--- config.mk ---
export PLATFORM = sky130hd
export DESIGN_NAME = pcb_front
export DESIGN_NICKNAME = d
export VERILOG_FILES = /design/src/rtl/pcb_pkg.sv /design/src/rtl/pcb_div.sv /design/src/rtl/pcb_front.sv
export VERILOG_INCLUDE_DIRS = /design/src /design/src/rtl
export SDC_FILE = /design/constraint.sdc
export NUM_CORES = 1
export LEC_CHECK = 0
export ABC_AREA = 1
export BUFFER_PORTS_ARGS = -buffer_cell sky130_fd_sc_hd__buf_4
export CORE_UTILIZATION = 55
export DETAILED_ROUTE_END_ITERATION = 6
export PLACE_DENSITY = 0.79
export SYNTH_ARGS = -nofsm -noshare
export SYNTH_HDL_FRONTEND = slang
export SYNTH_SLANG_ARGS = --single-unit
export TNS_END_PERCENT = 30
--- constraint.sdc ---
create_clock -name clk -period 2.8 [get_ports clk]
set_input_delay 0.14 -clock clk [delete_from_list [all_inputs] [get_ports clk]]
set_output_delay 0.14 -clock clk [all_outputs]
set_load 0.05 [all_outputs]
--- src/rtl/particle_cell_binning_macros.svh ---
// Assertion macros shared by the particle cell binning modules.
`ifndef PARTICLE_CELL_BINNING_MACROS_SVH
`define PARTICLE_CELL_BINNING_MACROS_SVH

`ifndef SYNTHESIS

`define PCB_ASSERT_IMP(name, clk, rst_n, ante, cons) \
	name: assert property (@(posedge clk) disable iff (!rst_n) (ante) |-> (cons)) \
		else $error("particle_cell_binning: same-cycle check failed");

`define PCB_ASSERT_NXT(name, clk, rst_n, ante, cons) \
	name: assert property (@(posedge clk) disable iff (!rst_n) (ante) |=> (cons)) \
		else $error("particle_cell_binning: next-cycle check failed");

`else

`define PCB_ASSERT_IMP(name, clk, rst_n, ante, cons)

`define PCB_ASSERT_NXT(name, clk, rst_n, ante, cons)

`endif

`endif

--- src/rtl/pcb_pkg.sv ---
// Types and constants shared by the particle cell binning modules.
package pcb_pkg;

	localparam int DIV_W      = 31;
	localparam int CELL_MAX_W = 18;
	localparam int ID_W       = 16;
	localparam int POS_W      = 32;
	localparam int EXT_W      = 15;
	localparam int CELLS_W    = 5;
	localparam int IDX_W      = 12;
	localparam int SLOT_W     = 5;
	localparam int ST_W       = 2;
	localparam int OP_W       = 2;
	localparam int CFG_IDX_W  = 3;
	localparam int CFG_DATA_W = 31;
	localparam int CMDQ_DEPTH = 2;

	typedef logic [DIV_W-1:0]      quo_t;
	typedef logic [CELL_MAX_W-1:0] cell_t;

	localparam logic [ST_W-1:0] ST_OK     = 2'd0;
	localparam logic [ST_W-1:0] ST_DOMAIN = 2'd1;
	localparam logic [ST_W-1:0] ST_GRID   = 2'd2;
	localparam logic [ST_W-1:0] ST_FULL   = 2'd3;

	localparam logic [OP_W-1:0] OP_CLEAR  = 2'd0;
	localparam logic [OP_W-1:0] OP_BIN    = 2'd1;
	localparam logic [OP_W-1:0] OP_REJECT = 2'd2;

	localparam logic [CFG_IDX_W-1:0] REG_CELL_SIZE = 3'd0;
	localparam logic [CFG_IDX_W-1:0] REG_EXTENT_X  = 3'd1;
	localparam logic [CFG_IDX_W-1:0] REG_EXTENT_Y  = 3'd2;
	localparam logic [CFG_IDX_W-1:0] REG_EXTENT_Z  = 3'd3;
	localparam logic [CFG_IDX_W-1:0] REG_CELLS_X   = 3'd4;
	localparam logic [CFG_IDX_W-1:0] REG_CELLS_Y   = 3'd5;
	localparam logic [CFG_IDX_W-1:0] REG_CELLS_Z   = 3'd6;

	localparam logic [DIV_W-1:0]   RST_CELL_SIZE = 31'd65536;
	localparam logic [EXT_W-1:0]   RST_EXTENT    = 15'd16;
	localparam logic [CELLS_W-1:0] RST_CELLS     = 5'd16;

	typedef struct packed {
		logic                    kind;
		logic [ID_W-1:0]         particle_id;
		logic signed [POS_W-1:0] pos_x;
		logic signed [POS_W-1:0] pos_y;
		logic signed [POS_W-1:0] pos_z;
	} item_t;

	typedef struct packed {
		logic [IDX_W-1:0]  cell_index;
		logic [SLOT_W-1:0] slot;
		logic [ST_W-1:0]   status;
	} res_t;

	typedef struct packed {
		logic [DIV_W-1:0]   cell_size;
		logic [EXT_W-1:0]   extent_x;
		logic [EXT_W-1:0]   extent_y;
		logic [EXT_W-1:0]   extent_z;
		logic [CELLS_W-1:0] cells_x;
		logic [CELLS_W-1:0] cells_y;
		logic [CELLS_W-1:0] cells_z;
	} cfg_t;

	// cell_idx holds the linear index of a grid of up to 64 cells per side
	typedef struct packed {
		logic [OP_W-1:0] op;
		logic [ST_W-1:0] status;
		cell_t           cell_idx;
		logic [ID_W-1:0] id;
	} cmd_t;

endpackage

--- src/rtl/pcb_div.sv ---
// Bit-serial restoring divider, one quotient bit per cycle.
module pcb_div (
	input  logic                      clk,
	input  logic                      arst_n,
	input  logic                      start,
	input  logic [pcb_pkg::DIV_W-1:0] dividend,
	input  logic [pcb_pkg::DIV_W-1:0] divisor,
	output logic                      done,
	output logic [pcb_pkg::DIV_W-1:0] quotient
);

	localparam int W     = pcb_pkg::DIV_W;
	localparam int CNT_W = $clog2(W);
	localparam logic [CNT_W-1:0] LAST_STEP = CNT_W'(W - 1);

	logic             busy_q;
	logic             done_q;
	logic [CNT_W-1:0] cnt_q;
	logic [W-1:0]     rem_q;
	logic [W-1:0]     quo_q;
	logic [W:0]       trial;
	logic [W:0]       diff;
	logic             fits;

	assign trial = {rem_q, quo_q[W-1]};
	assign diff  = trial - {1'b0, divisor};
	assign fits  = trial >= {1'b0, divisor};

	always_ff @(posedge clk or negedge arst_n) begin
		if (!arst_n) begin
			busy_q <= 1'b0;
			done_q <= 1'b0;
			cnt_q  <= '0;
		end else begin
			done_q <= 1'b0;
			if (start) begin
				busy_q <= 1'b1;
				cnt_q  <= '0;
			end else if (busy_q) begin
				cnt_q <= cnt_q + 1'b1;
				if (cnt_q == LAST_STEP) begin
					busy_q <= 1'b0;
					done_q <= 1'b1;
				end
			end
		end
	end

	always_ff @(posedge clk) begin
		if (start) begin
			rem_q <= '0;
			quo_q <= dividend;
		end else if (busy_q) begin
			rem_q <= fits ? diff[W-1:0] : trial[W-1:0];
			quo_q <= {quo_q[W-2:0], fits};
		end
	end

	assign done     = done_q;
	assign quotient = quo_q;

endmodule

--- src/rtl/pcb_front.sv ---
// Front end: accepts items, checks the domain and cell size, divides and checks the grid.
`include "particle_cell_binning_macros.svh"

module pcb_front #(
	parameter int GRID_SIDE = 16
) (
	input  logic           clk,
	input  logic           arst_n,
	input  pcb_pkg::cfg_t  cfg,
	input  logic           hold,
	input  logic           push,
	output logic           full,
	input  pcb_pkg::item_t item,
	output logic           cmd_valid,
	input  logic           cmd_ready,
	output pcb_pkg::cmd_t  cmd
);

	localparam int COORD_W = $clog2(GRID_SIDE);
	localparam int W       = pcb_pkg::DIV_W;
	localparam pcb_pkg::quo_t GRID_LIM = pcb_pkg::quo_t'(GRID_SIDE);

	localparam logic [1:0] F_IDLE = 2'd0;
	localparam logic [1:0] F_DIV  = 2'd1;
	localparam logic [1:0] F_PUSH = 2'd2;

	logic [1:0]     state_q;
	pcb_pkg::cmd_t  cmd_q;
	logic           accept;
	logic           out_dom;
	logic           size_zero;
	logic           dv_start;
	logic [2:0]     dv_done;
	logic [W-1:0]   qx, qy, qz;
	logic [W-1:0]   lim_x, lim_y, lim_z;
	logic           out_grid;
	pcb_pkg::cell_t cell_lin;

	assign full   = (state_q != F_IDLE) | hold;
	assign accept = push & ~full;

	assign out_dom =
		item.pos_x[pcb_pkg::POS_W-1] | (item.pos_x[W-1:0] >= {cfg.extent_x, 16'h0000}) |
		item.pos_y[pcb_pkg::POS_W-1] | (item.pos_y[W-1:0] >= {cfg.extent_y, 16'h0000}) |
		item.pos_z[pcb_pkg::POS_W-1] | (item.pos_z[W-1:0] >= {cfg.extent_z, 16'h0000});
	assign size_zero = (cfg.cell_size == '0);
	assign dv_start  = accept & item.kind & ~out_dom & ~size_zero;

	pcb_div u_div_x (
		.clk(clk), .arst_n(arst_n), .start(dv_start), .dividend(item.pos_x[W-1:0]),
		.divisor(cfg.cell_size), .done(dv_done[0]), .quotient(qx)
	);
	pcb_div u_div_y (
		.clk(clk), .arst_n(arst_n), .start(dv_start), .dividend(item.pos_y[W-1:0]),
		.divisor(cfg.cell_size), .done(dv_done[1]), .quotient(qy)
	);
	pcb_div u_div_z (
		.clk(clk), .arst_n(arst_n), .start(dv_start), .dividend(item.pos_z[W-1:0]),
		.divisor(cfg.cell_size), .done(dv_done[2]), .quotient(qz)
	);

	assign lim_x = (pcb_pkg::quo_t'(cfg.cells_x) > GRID_LIM) ? GRID_LIM :
		pcb_pkg::quo_t'(cfg.cells_x);
	assign lim_y = (pcb_pkg::quo_t'(cfg.cells_y) > GRID_LIM) ? GRID_LIM :
		pcb_pkg::quo_t'(cfg.cells_y);
	assign lim_z = (pcb_pkg::quo_t'(cfg.cells_z) > GRID_LIM) ? GRID_LIM :
		pcb_pkg::quo_t'(cfg.cells_z);
	assign out_grid = (qx >= lim_x) | (qy >= lim_y) | (qz >= lim_z);

	assign cell_lin =
		pcb_pkg::cell_t'(qx[COORD_W-1:0]) * pcb_pkg::cell_t'(GRID_SIDE * GRID_SIDE) +
		pcb_pkg::cell_t'(qy[COORD_W-1:0]) * pcb_pkg::cell_t'(GRID_SIDE) +
		pcb_pkg::cell_t'(qz[COORD_W-1:0]);

	always_ff @(posedge clk or negedge arst_n) begin
		if (!arst_n) begin
			state_q <= F_IDLE;
		end else begin
			case (state_q)
				F_IDLE: begin
					if (accept) begin
						state_q <= dv_start ? F_DIV : F_PUSH;
					end
				end
				F_DIV: begin
					if (dv_done[0]) begin
						state_q <= F_PUSH;
					end
				end
				F_PUSH: begin
					if (cmd_ready) begin
						state_q <= F_IDLE;
					end
				end
				default: begin
					state_q <= F_IDLE;
				end
			endcase
		end
	end

	always_ff @(posedge clk) begin
		if (accept) begin
			cmd_q.id       <= item.particle_id;
			cmd_q.cell_idx <= '0;
			cmd_q.status   <= pcb_pkg::ST_OK;
			if (!item.kind) begin
				cmd_q.op <= pcb_pkg::OP_CLEAR;
			end else if (out_dom) begin
				cmd_q.op     <= pcb_pkg::OP_REJECT;
				cmd_q.status <= pcb_pkg::ST_DOMAIN;
			end else if (size_zero) begin
				cmd_q.op     <= pcb_pkg::OP_REJECT;
				cmd_q.status <= pcb_pkg::ST_GRID;
			end else begin
				cmd_q.op <= pcb_pkg::OP_BIN;
			end
		end else if (state_q == F_DIV && dv_done[0]) begin
			if (out_grid) begin
				cmd_q.op     <= pcb_pkg::OP_REJECT;
				cmd_q.status <= pcb_pkg::ST_GRID;
			end else begin
				cmd_q.op       <= pcb_pkg::OP_BIN;
				cmd_q.cell_idx <= cell_lin;
			end
		end
	end

	assign cmd_valid = (state_q == F_PUSH);
	assign cmd       = cmd_q;

	`PCB_ASSERT_IMP(a_div_lockstep, clk, arst_n, dv_done[0], dv_done[1] && dv_done[2])
	`PCB_ASSERT_NXT(a_accept_blocks, clk, arst_n, push && !full, full)

endmodule

==> results of run 1 <==
report_power, final:
part           switching (mW)  internal [mW]  total (mW)  leakage (nW)
registers                1.23           5.73        6.96          2.22
logic                    10.9           6.15        17.0          11.7
clock network            1.61           1.97        3.58         0.437
repair_timing:
| item | CTS | global route |
|---|---|---|
| gates resized for setup | 0 | 8 |
| setup endpoints to repair | 0 | 79 |
| hold endpoints to repair | 126 | 0 |
| setup buffers | 0 | 4 |
| hold buffers | 107 | 0 |
sequential cells by signal (all words and copies together), names as in the netlist, 2 cells and up:
register,flops
u_div_y.rem_q,31
u_div_z.cnt_q,5
u_div_x.quotient,31
u_div_y.quotient,31
u_div_z.rem_q,31
u_div_x.rem_q,31
cmd,32
state_q,2
u_div_y.cnt_q,5
u_div_x.cnt_q,5
u_div_z.quotient,31
cells by family after synthesis:
logic type / Yosys count / share of synthesized area [%]
flip-flops: 239 / 28.8
AND/OR/NAND/NOR: 1881 / 38.6
AO/OA/AOI/OAI: 236 / 5.98
buffers and inverters: 768 / 14.7
other: 1 / 0.0180
adder cells (fa/ha/maj): 162 / 9.82
XOR/XNOR: 49 / 2.06
per-layer routing:
layer  track usage (%)  vias up
met2              63.3     1263
li1                  -    11077
met4              19.1        0
met1              48.3    10360
met5                 0        -
met3              7.51      263
critical path, cell delays in order:
cell and delay, ps:
dlygate4sd3_1 550, buf_4 150, ha_1 320, a21oi_1 170
nand2_1 90, nand2_1 80, nand2_1 60, nand2_1 70
nand3_1 160, nand2_1 130, nand2_1 90, nor2_4 220
nand3_4 200, buf_12 260, nand2_1 120, o21ai_0 160
path summary, 6_finish.rpt:
path	slack, ps	to	depth (start not counted)	start
worst max-delay path	110	u_div_z.quotient[26]	16	item[82]
worst min-delay path	20	u_div_x.quotient[29]	3	item[93]
worst max register to register	200	u_div_z.rem_q[19]	17	u_div_z.quotient[30]
worst min register to register	500	u_div_x.rem_q[30]	2	u_div_x.rem_q[30]
max in group asynchronous	1360	u_div_x.busy_q	3	arst_n
min in group asynchronous	830	u_div_y.busy_q	3	arst_n
final cells by class:
type | instances | area share (%)
Tap cell | 504 | 2.48
Clock inverter | 13 | 0.394
Inverter | 681 | 10.0
Antenna cell | 1 | 0.00984
Timing Repair Buffer | 405 | 13.6
Multi-Input combinational cell | 2337 | 46.7
Sequential cell | 239 | 23.7
Clock buffer | 39 | 3.08
metrics by stage:
step	instance area (um^2)	setup TNS, ps
final	25400	0
after floorplan	20900	-3210
after CTS	25300	0
after detailed placement	23400	0
after global placement	23400	0
after global routing	25400	-3.76
placed cells by master, fill, tap and decap left out, types with 9 or more instances in the layout:
cell type	count
o21ai_1	26
xnor2_1	41
nor2_2	12
inv_1	675
nor3_1	26
a21oi_1	69
clkbuf_16	29
dlygate4sd3_1	107
and2_1	15
dfrtp_1	21
nor4_1	15
o21ai_0	118
nand2_1	1150
buf_12	11
buf_4	285
dfxtp_1	105
edfxtp_1	113
nor2_1	245
clkinv_2	9
nand2_2	11
nand4_1	55
nand3_1	268
ha_1	159
nand3b_1	59
==> flow_summary.ini, run 1 <==
[placement]
post-place-cells = 4052
pre_cts_ws_ps = 126
dpl.hpwl_mm = 56.7
globalplace.congestion = 0.982
portBuffers = 242

[timing]
worstMarginPinSlew_ps = 993
hold_viol = 0
holdWs_ps = 15.7
final.period_utilization_pct = 96.2
max_slew_margin_pct = 33.6
fmax_mhz = 371
setup_violations = 0
maxSlewViolCount = 0
period_needed_ps = 2690
finalClockSkew_ps = 31.4
final.setup.worst_slack_ps = 107

[global_routing]
overflow = 0
grt_usage_pct = 38.5
grt_pass1_wl_mm = 117
antenna_found_initial = 1
first_global_vias = 21954
grt_max_degree = 90

[yosys]
synthTopCellsByCount = nand2_1 (1151), inv_1 (676), nand3_1 (268)
synth_top_cell_by_area = nand2_1
ys_ff_latch = 239
yosysUniqueCellTypes = 49
synth_area_mm2 = 0.0209
synthTopCellsByArea = nand2_1 (21%), edfxtp_1 (16%), inv_1 (12%)
synth_flop_cell = edfxtp_1
synth_edf_count = 113
syn_inst = 3336
yosysSeqAreaShare_pct = 28.8
yosys.area.top_type_share_pct = 20.7
async_reset_ff_share_pct = 8.79
yosys_warnings = 0
syn_avg_cell_area_um2 = 6.26
yosysMostFrequentCell = nand2_1

[power_and_ir_drop]
power.leakage_nw = 14.4
peakVddDrop_mv = 0.782
powerDensity_mw_per_mm2 = 1080
p_total_mw = 27.6

[clock_network]
clkTransAtPathRegs_ps = 60
h-tree-depth = 1
cts_buffer_depth = 3
clkSinkCount = 239
worstSkewPairLatency_ps = 590
cts_tree = built
clock-root-buffer = clkbuf_16
numCtsBuffers = 28

[run_status]
outcome = completed

[final_layout]
utilization_pct = 68.8
multiInputGateArea_mm2 = 0.0119
final_nets = 4063
area_delta_synth_final_pct = 21.9
fin_cells = 4219
regArea_mm2 = 0.00602
drive_gt1_share_pct = 10.7
fill_cells = 3147

[floorplanning]
fp.dieH_um = 197
die_w_um = 197
std_cell_rows = 70
core_mm2 = 0.0370
start_util_pct = 56.5
dieArea_mm2 = 0.0387
ioPinCount = 249

[hold_path]
worstHoldPathType = input port to flip-flop

[worst_setup_path]
arrival_ps = 2990
critPathRequiredTime_ps = 3090
critical_path.max_fanout = 65
critPathKind = input port to flip-flop
cp-start-kind = input port
crit_path_end_kind = flip-flop

[detailed_routing]
drt-total-wl_mm = 76.3
route.met3.wl_mm = 7.48
dr.max_layer_used = met4
drtIter0Drc = 2065
met1_length_mm = 30.0
viasPerCell = 5.44
postRouteAntennaNets = 0
wl_per_cell_um = 18.1
drc = 0
routed-wl-met2_mm = 34.5
drt_pass1_iterations = 6
num_vias = 22963

[run]
maxCapViolations = 0
No activity file was read; power rests on OpenSTA's default activity.
==> run 2: changes to the inputs <==
- CORE_UTILIZATION: 55 -> 40
- PLACE_DENSITY: 0.79 -> default
==> run 2 against run 1 <==
Compared with the run above: utilization is 19 points lower; design area is 1.3% higher; combinational power is 4% lower; first-iteration DRC count is 19% lower.
==> flow_summary.ini, run 2 (synthesis gave the netlist of run 1 again) <==
[power_and_ir_drop]
pwr-share-comb_pct = 59.8
p_int_mw = 14.4
peakVddDrop_mv = 0.517
powerDensity_mw_per_mm2 = 1060
power_frac_clock_pct = 15.2
power.leakage_nw = 14.4
switchingPower_mw = 13.0
p_seq_share_pct = 25.1
swShare_pct = 47.5

[clock_network]
worstSkewPairLatency_ps = 570
cts_buffer_depth = 3
clkTransAtPathRegs_ps = 60
cts_tree = built
clkSinkCount = 239
h-tree-depth = 1
numCtsBuffers = 30
clock-root-buffer = clkbuf_16

[global_routing]
antenna_found_initial = 1
grt_max_degree = 90
grt_pass1_wl_mm = 109
grt_usage_pct = 26.1
first_global_vias = 19944
overflow = 0

[timing]
period_needed_ps = 2570
hold_viol = 0
rsz0062_at_grt = no
fmax_mhz = 389
final.period_utilization_pct = 91.8
max_slew_margin_pct = 39.6
setup_violations = 0
maxSlewViolCount = 0
finalClockSkew_ps = 13.1
final.setup.worst_slack_ps = 231
holdWs_ps = 28.0
worstMarginPinSlew_ps = 903

[final_layout]
layout_commonest_cell = nand2_1
drive_gt1_share_pct = 10.6
fin_cells = 4393
largest_reg_flops = 32
diodes = 0
final_cell_mix = nand2_1 (1151), inv_1 (675), buf_4 (279), nand3_1 (268), nor2_1 (245)
final_nets = 4060
area_delta_synth_final_pct = 23.5

[placement]
dpl.hpwl_mm = 55.0
post-place-cells = 4226
portBuffers = 242
globalplace.congestion = 1.01
pre_cts_ws_ps = 215

[detailed_routing]
wl_per_cell_um = 15.9
viasPerCell = 4.81
drc = 0
postRouteAntennaNets = 0
drt-total-wl_mm = 69.9
drt_pass1_iterations = 5
num_vias = 21127
drtIter0Drc = 1667

[worst_setup_path]
crit_path_end_kind = flip-flop
critical_path.max_fanout = 15
arrival_ps = 2890
cp-start-kind = input port
critPathKind = input port to flip-flop
max_stage_delay_ps = 560
crit_path_cell_trace = dlygate4sd3_1 -> buf_4 -> ha_1 -> a21o_1 -> nor2_1 -> nand2_1 -> nand2_1 -> nand3_1 -> nand2_1 -> nand2_1 -> nand2_1 -> nand3_4 -> buf_4 -> nand2_1 -> o21ai_0
critPathSlowestCell = dlygate4sd3_1
critPathRequiredTime_ps = 3120
path_common_cell = nand2_1

[hold_path]
worstHoldPathType = input port to flip-flop

[run_status]
outcome = completed

[floorplanning]
start_util_pct = 40.6
core_mm2 = 0.0514
fp.dieH_um = 230
die_w_um = 230
dieArea_mm2 = 0.0531
std_cell_rows = 83
ioPinCount = 249

[run]
maxCapViolations = 0
## run 2: timing repair
item,4_1_cts,5_1_grt
endpoints found under the hold margin,129,0
resized for setup,0,3
hold buffers,111,0
setup endpoints to repair,0,3
setup buffers,0,0
## run 2: metrics by stage
step,instance area (um^2),total power [mW],TNS (ps),utilization [%]
2_1_floorplan,20900,18.8,-3210,-
3_3_place_gp,23600,22.9,0,45.9
3_5_place_dp,23600,23.0,0,45.9
4_1_cts,25800,27.4,0,50.1
5_1_grt,25800,30.2,0,50.1
6_report,25800,27.4,0,50.1
## run 2: worst paths after layout
path | end | slack (ps) | cells past startpoint | start
min in group asynchronous | u_div_x.busy_q | 470 | 3 | arst_n
worst max register to register | u_div_x.rem_q[28] | 260 | 17 | u_div_x.quotient[30]
worst min register to register | u_div_y.rem_q[30] | 500 | 2 | u_div_y.rem_q[30]
max in group asynchronous | u_div_z.cnt_q[4] | 810 | 4 | arst_n
worst max-delay path | u_div_x.quotient[0] | 230 | 15 | item[22]
worst min-delay path | u_div_y.quotient[10] | 30 | 3 | item[42]
## run 2: power by group through the flow
stage / Clock (mW) / Sequential [mW] / Combinational [mW]
floorplan: 0 / 6.56 / 12.2
global placement: 0 / 6.90 / 16.0
detailed placement: 0 / 6.91 / 16.1
CTS: 4.26 / 6.87 / 16.3
global route: 4.39 / 7.06 / 18.8
finish: 4.16 / 6.87 / 16.4
## run 2: routing by layer
| metal | vias to the layer above | wire length (um) | part of all wire, % | global-route usage, % |
|---|---|---|---|---|
| met3 | 91 | 4950 | 7.1 | 4.59 |
| met5 | - | 9 | 0.013 | 0 |
| met1 | 9335 | 32500 | 47 | 35.7 |
| met4 | 2 | 1900 | 2.7 | 7.33 |
| li1 | 11075 | - | - | - |
| met2 | 624 | 30600 | 44 | 42.0 |
## run 2: layout make-up
class / count / area, um^2
Sequential cell: 239 / 6020
Timing Repair Buffer: 403 / 3450
Tap cell: 680 / 851
Fill cell: 5333 / 25600
Multi-Input combinational cell: 2334 / 11800
Clock inverter: 15 / 200
Clock buffer: 41 / 863
Inverter: 681 / 2560
## run 2: critical path: cells and delay by family
| family | cells | cell delay (ps) |
|---|---|---|
| AO/OA/AOI/OAI | 2 | 260 |
| adder cells (fa/ha/maj) | 1 | 300 |
| AND/OR/NAND/NOR | 9 | 1130 |
| buffers and inverters | 3 | 1040 |
