`src/rtl/particle_cell_binning_macros.svh`:
```
// Assertion macros shared by the particle cell binning modules.
`ifndef PARTICLE_CELL_BINNING_MACROS_SVH
`define PARTICLE_CELL_BINNING_MACROS_SVH

`ifndef SYNTHESIS

`define PCB_ASSERT_IMP(name, clk, rst_n, ante, cons) \
	name: assert property (@(posedge clk) disable iff (!rst_n) (ante) |-> (cons)) \
		else $error("particle_cell_binning: same-cycle check failed");

`define PCB_ASSERT_NXT(name, clk, rst_n, ante, cons) \
	name: assert property (@(posedge clk) disable iff (!rst_n) (ante) |=> (cons)) \
		else $error("particle_cell_binning: next-cycle check failed");

`else

`define PCB_ASSERT_IMP(name, clk, rst_n, ante, cons)

`define PCB_ASSERT_NXT(name, clk, rst_n, ante, cons)

`endif

`endif

```
`src/rtl/pcb_pkg.sv`:
```
// Types and constants shared by the particle cell binning modules.
package pcb_pkg;

	localparam int DIV_W      = 31;
	localparam int CELL_MAX_W = 18;
	localparam int ID_W       = 16;
	localparam int POS_W      = 32;
	localparam int EXT_W      = 15;
	localparam int CELLS_W    = 5;
	localparam int IDX_W      = 12;
	localparam int SLOT_W     = 5;
	localparam int ST_W       = 2;
	localparam int OP_W       = 2;
	localparam int CFG_IDX_W  = 3;
	localparam int CFG_DATA_W = 31;
	localparam int CMDQ_DEPTH = 2;

	typedef logic [DIV_W-1:0]      quo_t;
	typedef logic [CELL_MAX_W-1:0] cell_t;

	localparam logic [ST_W-1:0] ST_OK     = 2'd0;
	localparam logic [ST_W-1:0] ST_DOMAIN = 2'd1;
	localparam logic [ST_W-1:0] ST_GRID   = 2'd2;
	localparam logic [ST_W-1:0] ST_FULL   = 2'd3;

	localparam logic [OP_W-1:0] OP_CLEAR  = 2'd0;
	localparam logic [OP_W-1:0] OP_BIN    = 2'd1;
	localparam logic [OP_W-1:0] OP_REJECT = 2'd2;

	localparam logic [CFG_IDX_W-1:0] REG_CELL_SIZE = 3'd0;
	localparam logic [CFG_IDX_W-1:0] REG_EXTENT_X  = 3'd1;
	localparam logic [CFG_IDX_W-1:0] REG_EXTENT_Y  = 3'd2;
	localparam logic [CFG_IDX_W-1:0] REG_EXTENT_Z  = 3'd3;
	localparam logic [CFG_IDX_W-1:0] REG_CELLS_X   = 3'd4;
	localparam logic [CFG_IDX_W-1:0] REG_CELLS_Y   = 3'd5;
	localparam logic [CFG_IDX_W-1:0] REG_CELLS_Z   = 3'd6;

	localparam logic [DIV_W-1:0]   RST_CELL_SIZE = 31'd65536;
	localparam logic [EXT_W-1:0]   RST_EXTENT    = 15'd16;
	localparam logic [CELLS_W-1:0] RST_CELLS     = 5'd16;

	typedef struct packed {
		logic                    kind;
		logic [ID_W-1:0]         particle_id;
		logic signed [POS_W-1:0] pos_x;
		logic signed [POS_W-1:0] pos_y;
		logic signed [POS_W-1:0] pos_z;
	} item_t;

	typedef struct packed {
		logic [IDX_W-1:0]  cell_index;
		logic [SLOT_W-1:0] slot;
		logic [ST_W-1:0]   status;
	} res_t;

	typedef struct packed {
		logic [DIV_W-1:0]   cell_size;
		logic [EXT_W-1:0]   extent_x;
		logic [EXT_W-1:0]   extent_y;
		logic [EXT_W-1:0]   extent_z;
		logic [CELLS_W-1:0] cells_x;
		logic [CELLS_W-1:0] cells_y;
		logic [CELLS_W-1:0] cells_z;
	} cfg_t;

	// cell_idx holds the linear index of a grid of up to 64 cells per side
	typedef struct packed {
		logic [OP_W-1:0] op;
		logic [ST_W-1:0] status;
		cell_t           cell_idx;
		logic [ID_W-1:0] id;
	} cmd_t;

endpackage

```
`src/rtl/pcb_cmd_fifo.sv`:
```
// Short command queue between the front and back ends.
module pcb_cmd_fifo (
	input  logic          clk,
	input  logic          arst_n,
	input  logic          in_valid,
	output logic          in_ready,
	input  pcb_pkg::cmd_t in_cmd,
	output logic          out_valid,
	input  logic          out_ready,
	output pcb_pkg::cmd_t out_cmd
);

	localparam int DEPTH = pcb_pkg::CMDQ_DEPTH;
	localparam int PTR_W = $clog2(DEPTH);
	localparam int CNT_W = $clog2(DEPTH + 1);
	localparam logic [PTR_W-1:0] LAST_PTR = PTR_W'(DEPTH - 1);
	localparam logic [CNT_W-1:0] FULL_CNT = CNT_W'(DEPTH);

	pcb_pkg::cmd_t    slot_q [DEPTH];
	logic [PTR_W-1:0] wr_ptr_q;
	logic [PTR_W-1:0] rd_ptr_q;
	logic [CNT_W-1:0] cnt_q;
	logic             wr;
	logic             rd;

	assign in_ready  = (cnt_q != FULL_CNT);
	assign out_valid = (cnt_q != '0);
	assign wr        = in_valid & in_ready;
	assign rd        = out_valid & out_ready;
	assign out_cmd   = slot_q[rd_ptr_q];

	always_ff @(posedge clk or negedge arst_n) begin
		if (!arst_n) begin
			wr_ptr_q <= '0;
			rd_ptr_q <= '0;
			cnt_q    <= '0;
		end else begin
			if (wr) begin
				wr_ptr_q <= (wr_ptr_q == LAST_PTR) ? '0 : wr_ptr_q + 1'b1;
			end
			if (rd) begin
				rd_ptr_q <= (rd_ptr_q == LAST_PTR) ? '0 : rd_ptr_q + 1'b1;
			end
			if (wr && !rd) begin
				cnt_q <= cnt_q + 1'b1;
			end else if (rd && !wr) begin
				cnt_q <= cnt_q - 1'b1;
			end
		end
	end

	always_ff @(posedge clk) begin
		if (wr) begin
			slot_q[wr_ptr_q] <= in_cmd;
		end
	end

endmodule

```
`config.mk`:
```
export PLATFORM = sky130hd
export DESIGN_NAME = pcb_cmd_fifo
export DESIGN_NICKNAME = d
export VERILOG_FILES = /design/src/rtl/particle_cell_binning_macros.svh /design/src/rtl/pcb_pkg.sv /design/src/rtl/pcb_cmd_fifo.sv
export SDC_FILE = /design/constraint.sdc
export NUM_CORES = 1
export LEC_CHECK = 0
export BUFFER_PORTS_ARGS = -buffer_cell sky130_fd_sc_hd__buf_2
export CAP_MARGIN = 40
export CORE_MARGIN = 2
export CORE_UTILIZATION = 30
export DETAILED_ROUTE_END_ITERATION = 8
export PLACE_DENSITY = 0.56
export REMOVE_ABC_BUFFERS = 1
export SYNTH_ARGS = -nofsm -noshare
export SYNTH_HDL_FRONTEND = slang
export SYNTH_SLANG_ARGS = --single-unit
```
`constraint.sdc`:
```
create_clock -name clk -period 2.4 [get_ports clk]
set_input_delay 0.36 -clock clk [delete_from_list [all_inputs] [get_ports clk]]
set_output_delay 0.36 -clock clk [all_outputs]
set_load 0.01 [all_outputs]
```
==> out/summary.md, run 1 <==
The slowest stage of the critical path is the sky130_fd_sc_hd__dfrtp_2 cell. The cell area after technology mapping was 2980 sq um; the cell count after synthesis was 136. The logs give 211 ps for the final hold slack and 330 ps for the latest clock arrival within the worst-skew pair. Setup repair after global routing left no endpoint under its margin.

The floorplan has 36 rows. The worst-case IR drop observed on VDD is 0.000507 V. For the pin with the worst max-slew slack, the measured transition is 357 ps. The via count of the first global-routing pass is 1510. The die width is 104 um. The proportion of layout cells with a drive suffix above 1 was 0.609; the weighted congestion reported at the end of routability-driven placement was 0.658. Number of cells on the worst hold path: 1. Once detail routing completed, the nets flagged for antenna violations numbered 0.

Summing all multi-input logic gate instances after layout gives 564 sq um. The post-synthesis register bit count was 80. The signal arrival time at the worst endpoint is 1710 ps. Summing over every cut layer, the via total after detailed routing is 1529. The fill cell instance count of the final layout is 926.

The routed wirelength normalized by instance count is 14.2 um. The cell depth of the worst flop-to-flop path is 6. The top fanout value on the critical path is 26. In the layout the commonest cells are sky130_fd_sc_hd__buf_2, sky130_fd_sc_hd__edfxtp_1, sky130_fd_sc_hd__mux2_2. The startpoint identified for the worst hold timing path is in_cmd[33]. The per-instance average area after synthesis came out at 21.9 sq um.

The post-cts repair resize count was 0; the slack of the worst reg-to-reg path was 850 ps. After the last flow step, the layout net total stands at 273. The residual overflow from global routing was 0; the warning count from the yosys run was 0. The routed design has 5220 um of wire. The number of antenna violations at the first check in global routing is 0. The tools report the number of placed I/O pins as 82. The tools report the number of inserted diodes as 0. The hold violation count in the final report is 0, and the flip-flop and latch area is 2380 sq um.

After synthesis, the netlist uses 16 different library cells. The tools report the element type at the critical path end as a primary output. During placement, the flow inserted port buffers numbering 81. In the routed design, unresolved DRC markers number 0. The count of endpoints failing setup in the final report came out at 0. The first-pass iteration count of the detailed router is 4, and the detailed router's first-iteration violation count is 38. The largest single stage delay on the critical path is 590 ps. The die covers 10800 sq um.

The relative max-transition margin is 0.762. The library cell used most frequently in the layout, excluding fill and tap cells, is sky130_fd_sc_hd__buf_2. For the final database, setup skew stands at 5.19 ps. The critical path class was register to primary output.

In this run the static leakage power is 1.44 nW. The tools report the startpoint kind of the worst setup timing path as a register. The clock transition at the registers of the reported paths was 80 ps. In this run the critical register-to-register path is captured at cnt_q[1]. The half-perimeter wire length after placement is 3410 um, and the area of the core is 9730 sq um. The tools report the worst min-delay path endpoint as slot_q[0][33]. From synthesis to final layout, the design area changed by 26.6%. Beginning of the worst register-to-register path: cnt_q[0].

The run gives 0 as the number of pins with negative max-slew slack in the final report. Data on the critical path is required at its endpoint by 2040 ps. CTS saw 80 sinks.

Dividing total power by cell area gives a power density of 1160 nW/um^2. The tools report the CTS buffer count as 9. The logs give 326 ps for the worst setup margin and 0.0983 for the global-route total usage across every layer. Timing analysis after detailed placement gives a worst setup slack of 657 ps. Entering global routing, the biggest net connects 27 pins.

The flow ran to the end, and the final reports show no timing, DRC or antenna violations. The highest achievable clock rate is 0.482 GHz. Path type of the worst min-delay path: input port to register. Among cell families on the critical path, the largest total delay comes from flip-flops.

The number of buffers and inverters on the critical path was 2. The vertical extent of the die was 104 um; the H-tree depth was 3. The CTS root buffer was sky130_fd_sc_hd__clkbuf_8. Dividing the detail-routed via count by the number of cells gives 4.15. Share of the cycle needed by the critical path after routing: 0.864. TritonCTS built the clock tree. The buffer levels on the longest clock path is 2, and the final critical delay including setup and external delays is 2070 ps. Logic depth of the worst setup path including buffers: 3.

For the starting density of the core, the log shows 0.307. The proportion of synthesized chip area in sequential cells is 0.799, and the wire length of the first global-routing pass is 7910 um. Max-cap violation count: 0.

The critical path goes through buf_12, mux2_2, buf_2. The startpoint of the worst setup timing path was rd_ptr_q.
==> repair_timing <==
action	in CTS	in global routing
buffers inserted	0	0
hold buffers	1	0
hold endpoints to repair	4	0
==> cell type report <==
type / count / area share
inverter: 1 / 0.000994
multi-input combinational: 51 / 0.149
tap: 133 / 0.0441
clock inverter: 7 / 0.0185
sequential: 80 / 0.631
clock buffer: 9 / 0.0328
timing repair buffer: 87 / 0.123
==> power by group <==
| group | leakage [nW] | total (mW) | switching [mW] | internal, mW |
|---|---|---|---|---|
| logic | 0.594 | 1.39 | 0.696 | 0.694 |
| registers | 0.752 | 2.05 | 0.140 | 1.91 |
| clock network | 0.0994 | 0.950 | 0.470 | 0.480 |
==> registers in the layout, indices dropped and copies added, names as in the netlist <==
name	flops
slot_q	76
cnt_q	2
rd_ptr_q	1
wr_ptr_q	1
==> synth_stat cells <==
cell | instances | area share
sky130_fd_sc_hd__and3_1 | 1 | 0.0021
sky130_fd_sc_hd__buf_4 | 2 | 0.0050
sky130_fd_sc_hd__buf_6 | 1 | 0.0038
sky130_fd_sc_hd__buf_8 | 1 | 0.0050
sky130_fd_sc_hd__dfrtp_1 | 4 | 0.034
sky130_fd_sc_hd__edfxtp_1 | 76 | 0.77
sky130_fd_sc_hd__ha_1 | 1 | 0.0042
sky130_fd_sc_hd__inv_1 | 1 | 0.0013
sky130_fd_sc_hd__mux2_2 | 28 | 0.11
sky130_fd_sc_hd__mux2_4 | 10 | 0.050
sky130_fd_sc_hd__nand2_1 | 2 | 0.0025
sky130_fd_sc_hd__nand2b_1 | 1 | 0.0021
sky130_fd_sc_hd__nor2_1 | 2 | 0.0025
sky130_fd_sc_hd__or2_1 | 1 | 0.0021
sky130_fd_sc_hd__xnor2_1 | 3 | 0.0088
sky130_fd_sc_hd__xor2_1 | 2 | 0.0059
==> cells by family (layout without fill, tap and decap cells) <==
| group | after synthesis | in the layout | share of synthesized area |
|---|---|---|---|
| flip-flops | 80 | 80 | 0.799 |
| multiplexers | 38 | 38 | 0.156 |
| AND/OR/NAND/NOR | 7 | 7 | 0.0113 |
| XOR/XNOR | 5 | 5 | 0.0147 |
| buffers and inverters | 5 | 104 | 0.0151 |
| adder cells (fa/ha/maj) | 1 | 1 | 0.00419 |
==> through the flow <==
| step | power (mW) | utilization | setup TNS, ps | cell area (sq um) | std cells |
|---|---|---|---|---|---|
| 6_report | 4.39 | 0.388 | 0 | 3780 | 368 |
| 4_1_cts | 4.47 | 0.388 | 0 | 3780 | 368 |
| 3_5_place_dp | 3.50 | 0.367 | 0 | 3570 | 351 |
| 5_1_grt | 4.63 | 0.388 | 0 | 3780 | 368 |
| 3_3_place_gp | 3.48 | 0.367 | 0 | 3570 | 351 |
| 2_1_floorplan | 2.93 | - | -12740 | 2940 | 132 |
==> metal layers <==
metal  GRT usage  up-vias  share of wire
met2       0.147       50           0.46
met1       0.127      765           0.48
met4      0.0434        0         0.0025
met5           0        -              0
li1            -      712              -
met3      0.0384        2          0.055
==> worst max path at each step <==
stage / to / slack [ps]
final: out_cmd[18] / 330
after floorplan: slot_q[0][0] / -340
after CTS: out_cmd[18] / 280
after global placement: out_cmd[18] / 660
after detailed placement: out_cmd[18] / 660
after global routing: out_cmd[18] / 220
Power figures use the tool's default switching activity.
==> inputs of run 2 (changes only) <==
--- a/config.mk
+++ b/config.mk
@@ -5,12 +5,13 @@
 export SDC_FILE = /design/constraint.sdc
 export NUM_CORES = 1
 export LEC_CHECK = 0
+export ABC_AREA = 1
 export BUFFER_PORTS_ARGS = -buffer_cell sky130_fd_sc_hd__buf_2
 export CAP_MARGIN = 40
 export CORE_MARGIN = 2
 export CORE_UTILIZATION = 30
 export DETAILED_ROUTE_END_ITERATION = 8
-export PLACE_DENSITY = 0.56
+export PLACE_DENSITY = 0.57
 export REMOVE_ABC_BUFFERS = 1
 export SYNTH_ARGS = -nofsm -noshare
 export SYNTH_HDL_FRONTEND = slang
==> run 2 against run 1 <==
Against the previous run:
- via count grew 20%
- fmax is 12% higher
- area after synthesis fell by 0.25%
- critical path depth up 2
- power fell by 0.42%
- clock skew up 1.3 ps
- die area decreased by 0.24%
- design area down 0.83%
- synthesized cell count up 67%
- sequential power fell by 2%
- core utilization fell by 0.14 points
- clock power decreased by 8.3%
- largest cell class unchanged
==> out/summary.md, run 2 <==
The cell area after layout was 3750 sq um (-0.83%). The count of buffers from port buffering works out to 81 (unchanged). The wire length of the first global-routing pass is 9270 um (+17%), and the weighted congestion reported at the end of routability-driven placement is 0.710 (+7.9%).

The register with the most flip-flops in the final layout is slot_q. The vertical extent of the die is 104 um (-0.12%). The most used flip-flop cell after synthesis is sky130_fd_sc_hd__edfxtp_1. The tools report the number of clock sinks as 80 (unchanged).

The count of endpoints failing setup in the final report is 0 (unchanged). By count the netlist is led by sky130_fd_sc_hd__nand2_1, sky130_fd_sc_hd__edfxtp_1, sky130_fd_sc_hd__inv_1. The most common cell after layout, fill and taps aside was sky130_fd_sc_hd__nand2_1. The run gives 0 (unchanged) as the number of pins with negative max-slew slack in the final report. The highest achievable clock rate was 0.541 GHz (+12%). The accumulated negative setup slack is 0 ps (unchanged). The count of buffers added by post-CTS timing repair for setup is 0 (unchanged). In this run the worst setup path begins at rd_ptr_q. The number of enable-type register cells in the synthesized netlist is 76 (unchanged). TritonCTS built the clock tree. Setup repair after global routing left no endpoint under its margin. The tools report the worst IR drop on VDD as 0.000665 V (+31%).

The relative max-transition margin is 0.648 (-0.114). The largest registers in the layout are slot_q: 76 flops, cnt_q: 2 flops. The power per cell area is 1170 nW/um^2 (+0.42%). The clock transition at the registers of the reported paths is 90 ps (about the same). The area of the core is 9680 sq um (-0.46%).

The most common cell in the synthesized netlist is sky130_fd_sc_hd__nand2_1. The placement-stage cell area was 3560 sq um (-0.42%). For the total vias in the final route, the log shows 1833 (+20%).

Signal arrival time at the worst endpoint: 1490 ps (-220 ps). The half-perimeter wire length after placement is 3670 um (+7.6%). The H-tree depth was 3 (unchanged); the detailed router's first-iteration violation count was 65 (+71%). The number of buffers and inverters on the critical path is 3 (+1), and the routed via count divided by cell count is 4.04 (-2.8%). The post-synthesis register bit count is 80 (unchanged). Walking the worst path, the cells encountered are inv_2, buf_12, nand2_1, nand2_1, buf_2. The tools report the proportion of synthesized chip area in sequential cells as 0.801 (+0.00202). The routed wirelength normalized by instance count was 12.6 um (-11%).

The post-cts repair resize count is 0 (unchanged), and the starting density of the core is 0.307 (+0.000651). Die outline area: 10700 sq um (-0.24%). The tree is rooted in a sky130_fd_sc_hd__clkbuf_8.

The hold violation count in the final report is 0 (unchanged). The flow ran to the end, and the final reports show no timing, DRC or antenna violations. The number of cells on the worst hold path was 1 (unchanged).

The logs give 13 (-3) for the count of distinct cell types in the synthesized netlist and 5700 um (+9.3%) for the sum of routed wire length over all layers. The fill cell instance count of the final layout is 957 (+3.3%). For the cell count after synthesis, the log shows 227 (+67%).

Residual overflow from global routing: 0 (unchanged). The area of combinational cells with multiple inputs came out at 534 sq um (-5.3%). The path type of the worst min-delay path is input port to register. The element type at the critical path end is a primary output.

The run gives 454 (+23%) as the number of standard cells in the final layout excluding fillers. The startpoint kind of the worst setup timing path is a register. In the layout the commonest cells are sky130_fd_sc_hd__nand2_1, sky130_fd_sc_hd__buf_2, sky130_fd_sc_hd__edfxtp_1.

The number of antenna violations at the first check in global routing came out at 0 (unchanged). The largest stage delay on the critical path is 410 ps (-180 ps), and the via count of the first global-routing pass is 1908 (+26%). The cell area after technology mapping was 2980 sq um (-0.25%).

The post-synthesis to final-layout area growth was 25.9%. The family of cells with the greatest summed delay on the critical path was buffers and inverters. The top fanout value on the critical path is 25 (-3.8%). For the warning count from the yosys run, the log shows 0 (unchanged). The run gives 0 (unchanged) as the post-route antenna net violation count. By area the synthesized netlist is led by sky130_fd_sc_hd__edfxtp_1, sky130_fd_sc_hd__nand2_1, sky130_fd_sc_hd__dfrtp_1.

The proportion of layout cells with a drive suffix above 1 was 0.324 (-0.285); the die width was 104 um (-0.12%). For the critical path required time, the log shows 2040 ps (about the same). For the final layout net count, the log shows 359 (+32%). Number of placed I/O pins: 82 (unchanged). For the max-cap violation count, the log shows 0 (unchanged).

The startpoint identified for the worst hold timing path is in_cmd[22]. The run gives 1.61 nW (+12%) as the leakage power of the design. The worst setup path is of the register to primary output kind. The transition time at the pin with the least slew margin came out at 528 ps (+171 ps). In this design, the critical path's most frequently occurring cell is sky130_fd_sc_hd__nand2_1.

The slowest cell on the critical path is sky130_fd_sc_hd__dfrtp_2. The synthesized design spends more area on one cell type than any other, namely sky130_fd_sc_hd__edfxtp_1. The fraction of registers with async set or reset after synthesis is 0.0500 (unchanged), and the latest clock arrival within the worst-skew pair is 350 ps (+20 ps). The tools report the cell row count as 36 (unchanged). Global-route total usage across every layer: 0.112 (+0.0134). The flip-flop count of the largest register, all copies and words added is 76 (unchanged). The share of the cycle needed by the critical path after routing was 0.771 (-0.0937); the final critical delay including setup and external delays was 1850 ps (-225 ps). The fraction of post-synthesis cell area in the top cell type by area was 0.767 (+0.00193); the placed cell count was 437 (+25%). The startpoint identified for the worst register-to-register timing path is cnt_q[0]. The largest clock skew in the final design is 6.49 ps (+1.31 ps), and the buffer levels on the longest clock path is 2 (unchanged). The first-pass iteration count of the detailed router was 4 (unchanged). The cell depth of the worst flop-to-flop path is 5 (-1), and the hold-fix buffer count after cts is 1 (unchanged). The logic depth of the worst setup path including buffers is 5 (+2), and the CTS buffer count is 9 (unchanged).

The run gives 0 (unchanged) as the total DRC errors in the routed layout. The pin count of the biggest net entering global routing is 40 (+48%), and the per-instance average area after synthesis is 13.1 sq um (-40%). The run gives 0 (unchanged) as the number of inserted diodes. The flip-flop and latch area came out at 2380 sq um (unchanged).
## run 2: worst reg2reg max path, delay by kind of cell (launching register included)
family	cells	cell delay (ps)
flip-flops	1	380
buffers and inverters	2	520
AND/OR/NAND/NOR	3	350
## run 2: final cells by class
cell class | count | area share
multi-input cells | 132 | 0.143
clock inverters | 7 | 0.0144
flip-flops and latches | 80 | 0.636
repair buffers | 86 | 0.122
clock buffers | 9 | 0.0331
inverters | 7 | 0.00701
well taps | 133 | 0.0444
## run 2: final timing paths
| kind | to | slack (ps) |
|---|---|---|
| min in group asynchronous | cnt_q[1] | 340 |
| max in group asynchronous | rd_ptr_q | 1930 |
| hold reg to reg | cnt_q[1] | 500 |
| setup reg to reg | slot_q[1][14] | 760 |
| hold / removal | slot_q[0][22] | 200 |
| setup / recovery | out_cmd[7] | 550 |
## run 2: through the flow
step	worst slack (ps)	hold WS, ps	power [mW]	util
after floorplan	-309	64.4	2.87	-
after global placement	786	174	3.55	0.367
after detailed placement	747	171	3.58	0.367
after CTS	484	182	4.46	0.387
after global routing	423	176	4.71	0.387
final	551	198	4.37	0.387
## run 2: cell families after synthesis
kind of cell             synth area share
AND/OR/NAND/NOR                     0.164
flip-flops                          0.801
buffers and inverters              0.0248
XOR/XNOR                          0.00589
adder cells (fa/ha/maj)           0.00420
## run 2: power by group
group	switching, mW	internal, mW	leakage (nW)
clock network	0.487	0.384	0.0843
logic	0.992	0.515	0.774
registers	0.0833	1.91	0.754
## run 2: layer usage
metal  wire [um]  up-vias  track usage
li1            -      932            -
met1        2380      837        0.129
met2        2790       54        0.186
met3         441       10       0.0466
met4          91        0       0.0434
met5           0        -            0
==> inputs of run 3 (changes only) <==
==> constraint.sdc (replaced) <==
create_clock -name clk -period 1.7 [get_ports clk]
set_input_delay 0.255 -clock clk [delete_from_list [all_inputs] [get_ports clk]]
set_output_delay 0.255 -clock clk [all_outputs]
set_load 0.01 [all_outputs]
==> run 3 against run 2 <==
Against the previous run:
- non-clock buffer count is 5 higher
- count of clock-buffer cells in the layout increased by 4
- worst setup slack worse by 440 ps
- core utilization up 1.4 points
- critical endpoint is now out_cmd[12]
- clock power is 86% higher
- design area grew 3.5%
- critical path depth is the same
- power increased by 54%
- die area did not move
- via count grew 1.5%
- critical path type unchanged
- hold slack worse by 96 ps
- sequential power rose by 41%
==> out/summary.md, run 3 (synthesis gave the netlist of run 2 again) <==
The routed via count divided by cell count works out to 4.05 (+0.42%). The hold violation count in the final report was 0 (unchanged). The post-route antenna net violation count was 0 (unchanged); the cell depth of the worst flop-to-flop path was 6 (+1). The leakage power of the design is 1.68 nW (+4.1%). The proportion of total power due to net switching works out to 0.325 (-0.0322).

The detailed router's first-iteration violation count was 64 (-1.5%); the relative max-transition margin was 0.832 (+0.184). For the finished layout, the period the worst path requires is 1590 ps. The first-pass iteration count of the detailed router is 4 (unchanged), and the sequential fraction of design power is 0.419 (-0.037). The critical path required time was 1440 ps (-600 ps). Count of endpoints failing setup in the final report: 0 (unchanged). Relative to the synthesized area, the layout overhead comes to 30.4%. The die width works out to 104 um (unchanged). CTS root buffer: sky130_fd_sc_hd__clkbuf_8. The startpoint identified for the worst register-to-register timing path is cnt_q[0].

The run gives 82 (unchanged) as the number of placed I/O pins. Power per cell area: 1740 nW/um^2 (+49%). The via count of the first global-routing pass came out at 1879 (-1.5%). The tools report the die outline area as 10700 sq um (unchanged).

The flip-flop count of the largest register, all copies and words added is 76 (unchanged), and the routed wirelength normalized by instance count is 12.7 um (+1.5%). The signal arrival time at the worst endpoint was 1340 ps (-150 ps). Global-route total usage across every layer: 0.115 (+0.00321).

Accumulated negative setup slack: 0 ps (unchanged). The count of buffers from port buffering is 81 (unchanged), and the cell row count is 36 (unchanged). The residual overflow from global routing was 0 (unchanged). The proportion of layout cells with a drive suffix above 1 was 0.325 (+0.00117). Wire length of the first global-routing pass: 9400 um (+1.5%). Placement-stage cell area: 3630 sq um (+2.1%).

The internal power of the cells came out at 4.54 mW (+62%). Setup repair after global routing left no endpoint under its margin. The transition time at the pin with the least slew margin is 252 ps (-276 ps), and the sum of routed wire length over all layers is 5850 um (+2.6%).

The slack of the worst reg-to-reg path is 300 ps (-460 ps), and the fill cell instance count of the final layout is 946 (-1.1%). The tools report the CTS buffer count as 9 (unchanged). The share of the cycle needed by the critical path after routing works out to 0.936. Startpoint of the lowest-slack hold path: in_cmd[12]. The weighted congestion reported at the end of routability-driven placement is 0.641 (-9.8%). The flow ran to the end, and the final reports show no timing, DRC or antenna violations. Worst min-delay path endpoint: slot_q[0][12]. Leaving out fill and tap cells, the most frequent cell in the layout is sky130_fd_sc_hd__nand2_1. The top cell types in the final layout, fill and taps aside, are sky130_fd_sc_hd__nand2_1, sky130_fd_sc_hd__buf_2, sky130_fd_sc_hd__edfxtp_1. TritonCTS built the clock tree. The starting density of the core was 0.307 (unchanged); the clock transition at the registers of the reported paths was 80 ps (about the same).

The number of inserted diodes came out at 0 (unchanged). The worst setup path is launched from a register. The largest clock skew in the final design was 6.53 ps (+0.0371 ps).

The clock share of power came out at 0.240 (+0.041). The endpoint identified for the worst register-to-register timing path is slot_q[1][27]. Derived from the worst setup path, the maximum achievable clock frequency is 0.629 GHz.

The total DRC errors in the routed layout was 0 (unchanged). The min-delay analysis places its worst path in the category input port to register. For the cell area after layout, the log shows 3880 sq um (+3.5%). The logs give 102 ps (-95.7 ps) for the final hold slack and 340 ps (about the same) for the latest clock arrival within the worst-skew pair. The H-tree depth was 3 (unchanged). The number of antenna violations at the first check in global routing is 0 (unchanged), and the vertical extent of the die is 104 um (unchanged). The number of clock sinks was 80 (unchanged); the total vias in the final route was 1861 (+1.5%).

The top fanout value on the critical path is 18 (-28%). For the area of the core, the log shows 9680 sq um (unchanged). Ranked by flip-flop count, first place goes to slot_q. The run gives 0.000799 V (+20%) as the worst IR drop on VDD. For the buffer levels on the longest clock path, the log shows 2 (unchanged).

The run gives 364 (+1.4%) as the final layout net count. Number of cells on the worst hold path: 1 (unchanged). The largest registers in the layout are slot_q: 76 flops, cnt_q: 2 flops.

The critical path is of the register to primary output type. The tools report the combinational power share as 0.341 (-0.004). The number of pins with negative max-slew slack in the final report is 0 (unchanged).

The half-perimeter wire length after placement is 3880 um (+5.5%). Switching power of the nets: 2.19 mW (+40%). The element type at the critical path end is a primary output.

The max-cap violation count came out at 0 (unchanged). The pin count of the biggest net entering global routing came out at 31 (-23%).
[run 3: power groups by stage]
stage	sequential (mW)	combinational [mW]	clock, mW
after floorplan	2.94	1.12	0
after global placement	2.85	2.31	0
after detailed placement	2.86	2.35	0
after CTS	2.82	2.36	1.66
after global routing	2.86	2.58	1.74
final	2.82	2.29	1.62
[run 3: metrics by stage]
stage               setup slack [ps]  power (mW)  utilization  cells
floorplan                      -1010        4.05            -    219
global placement                 310        5.16        0.375    442
detailed placement               296        5.21        0.375    442
CTS                             20.5        6.83        0.400    459
global route                    17.3        7.19        0.401    459
finish                           109        6.73        0.401    459
[run 3: what timing repair did]
item	in CTS	in global routing
hold buffers	1	0
hold endpoints to repair	4	0
endpoints found under the setup margin	0	27
resized for setup	0	2
buffers inserted	0	0
[run 3: cell type report]
cell class	instances	area (sq um)	area share
Clock buffer	13	139	0.0358
Tap cell	133	166	0.0429
Multi-Input combinational cell	132	534	0.138
Clock inverter	3	90.1	0.0232
Inverter	7	28.8	0.00742
Sequential cell	80	2380	0.615
Timing Repair Buffer	91	537	0.138
[run 3: critical path, cell delays in order (launching register included)]
cell                      delay [ps]
sky130_fd_sc_hd__dfrtp_2         440
sky130_fd_sc_hd__inv_4           130
sky130_fd_sc_hd__buf_12          160
sky130_fd_sc_hd__nand2_1          60
sky130_fd_sc_hd__nand2_1          80
sky130_fd_sc_hd__buf_2           140
[run 3: per-layer routing]
layer,vias up,track usage,part of all wire
li1,943,-,-
met2,60,0.191,0.50
met4,0,0.0492,0.013
met5,-,0,0
met1,850,0.135,0.43
met3,8,0.0403,0.061
[run 3: worst max path at each step]
stage | from | to | slack (ps) | cells after the start
after floorplan | cnt_q[0] | slot_q[0][0] | -1010 | 4
after detailed placement | cnt_q[0] | slot_q[1][26] | 300 | 6
after CTS | rd_ptr_q | out_cmd[12] | 20 | 5
after global routing | rd_ptr_q | out_cmd[8] | 20 | 4
after global placement | cnt_q[0] | slot_q[1][26] | 310 | 6
final | rd_ptr_q | out_cmd[12] | 110 | 5
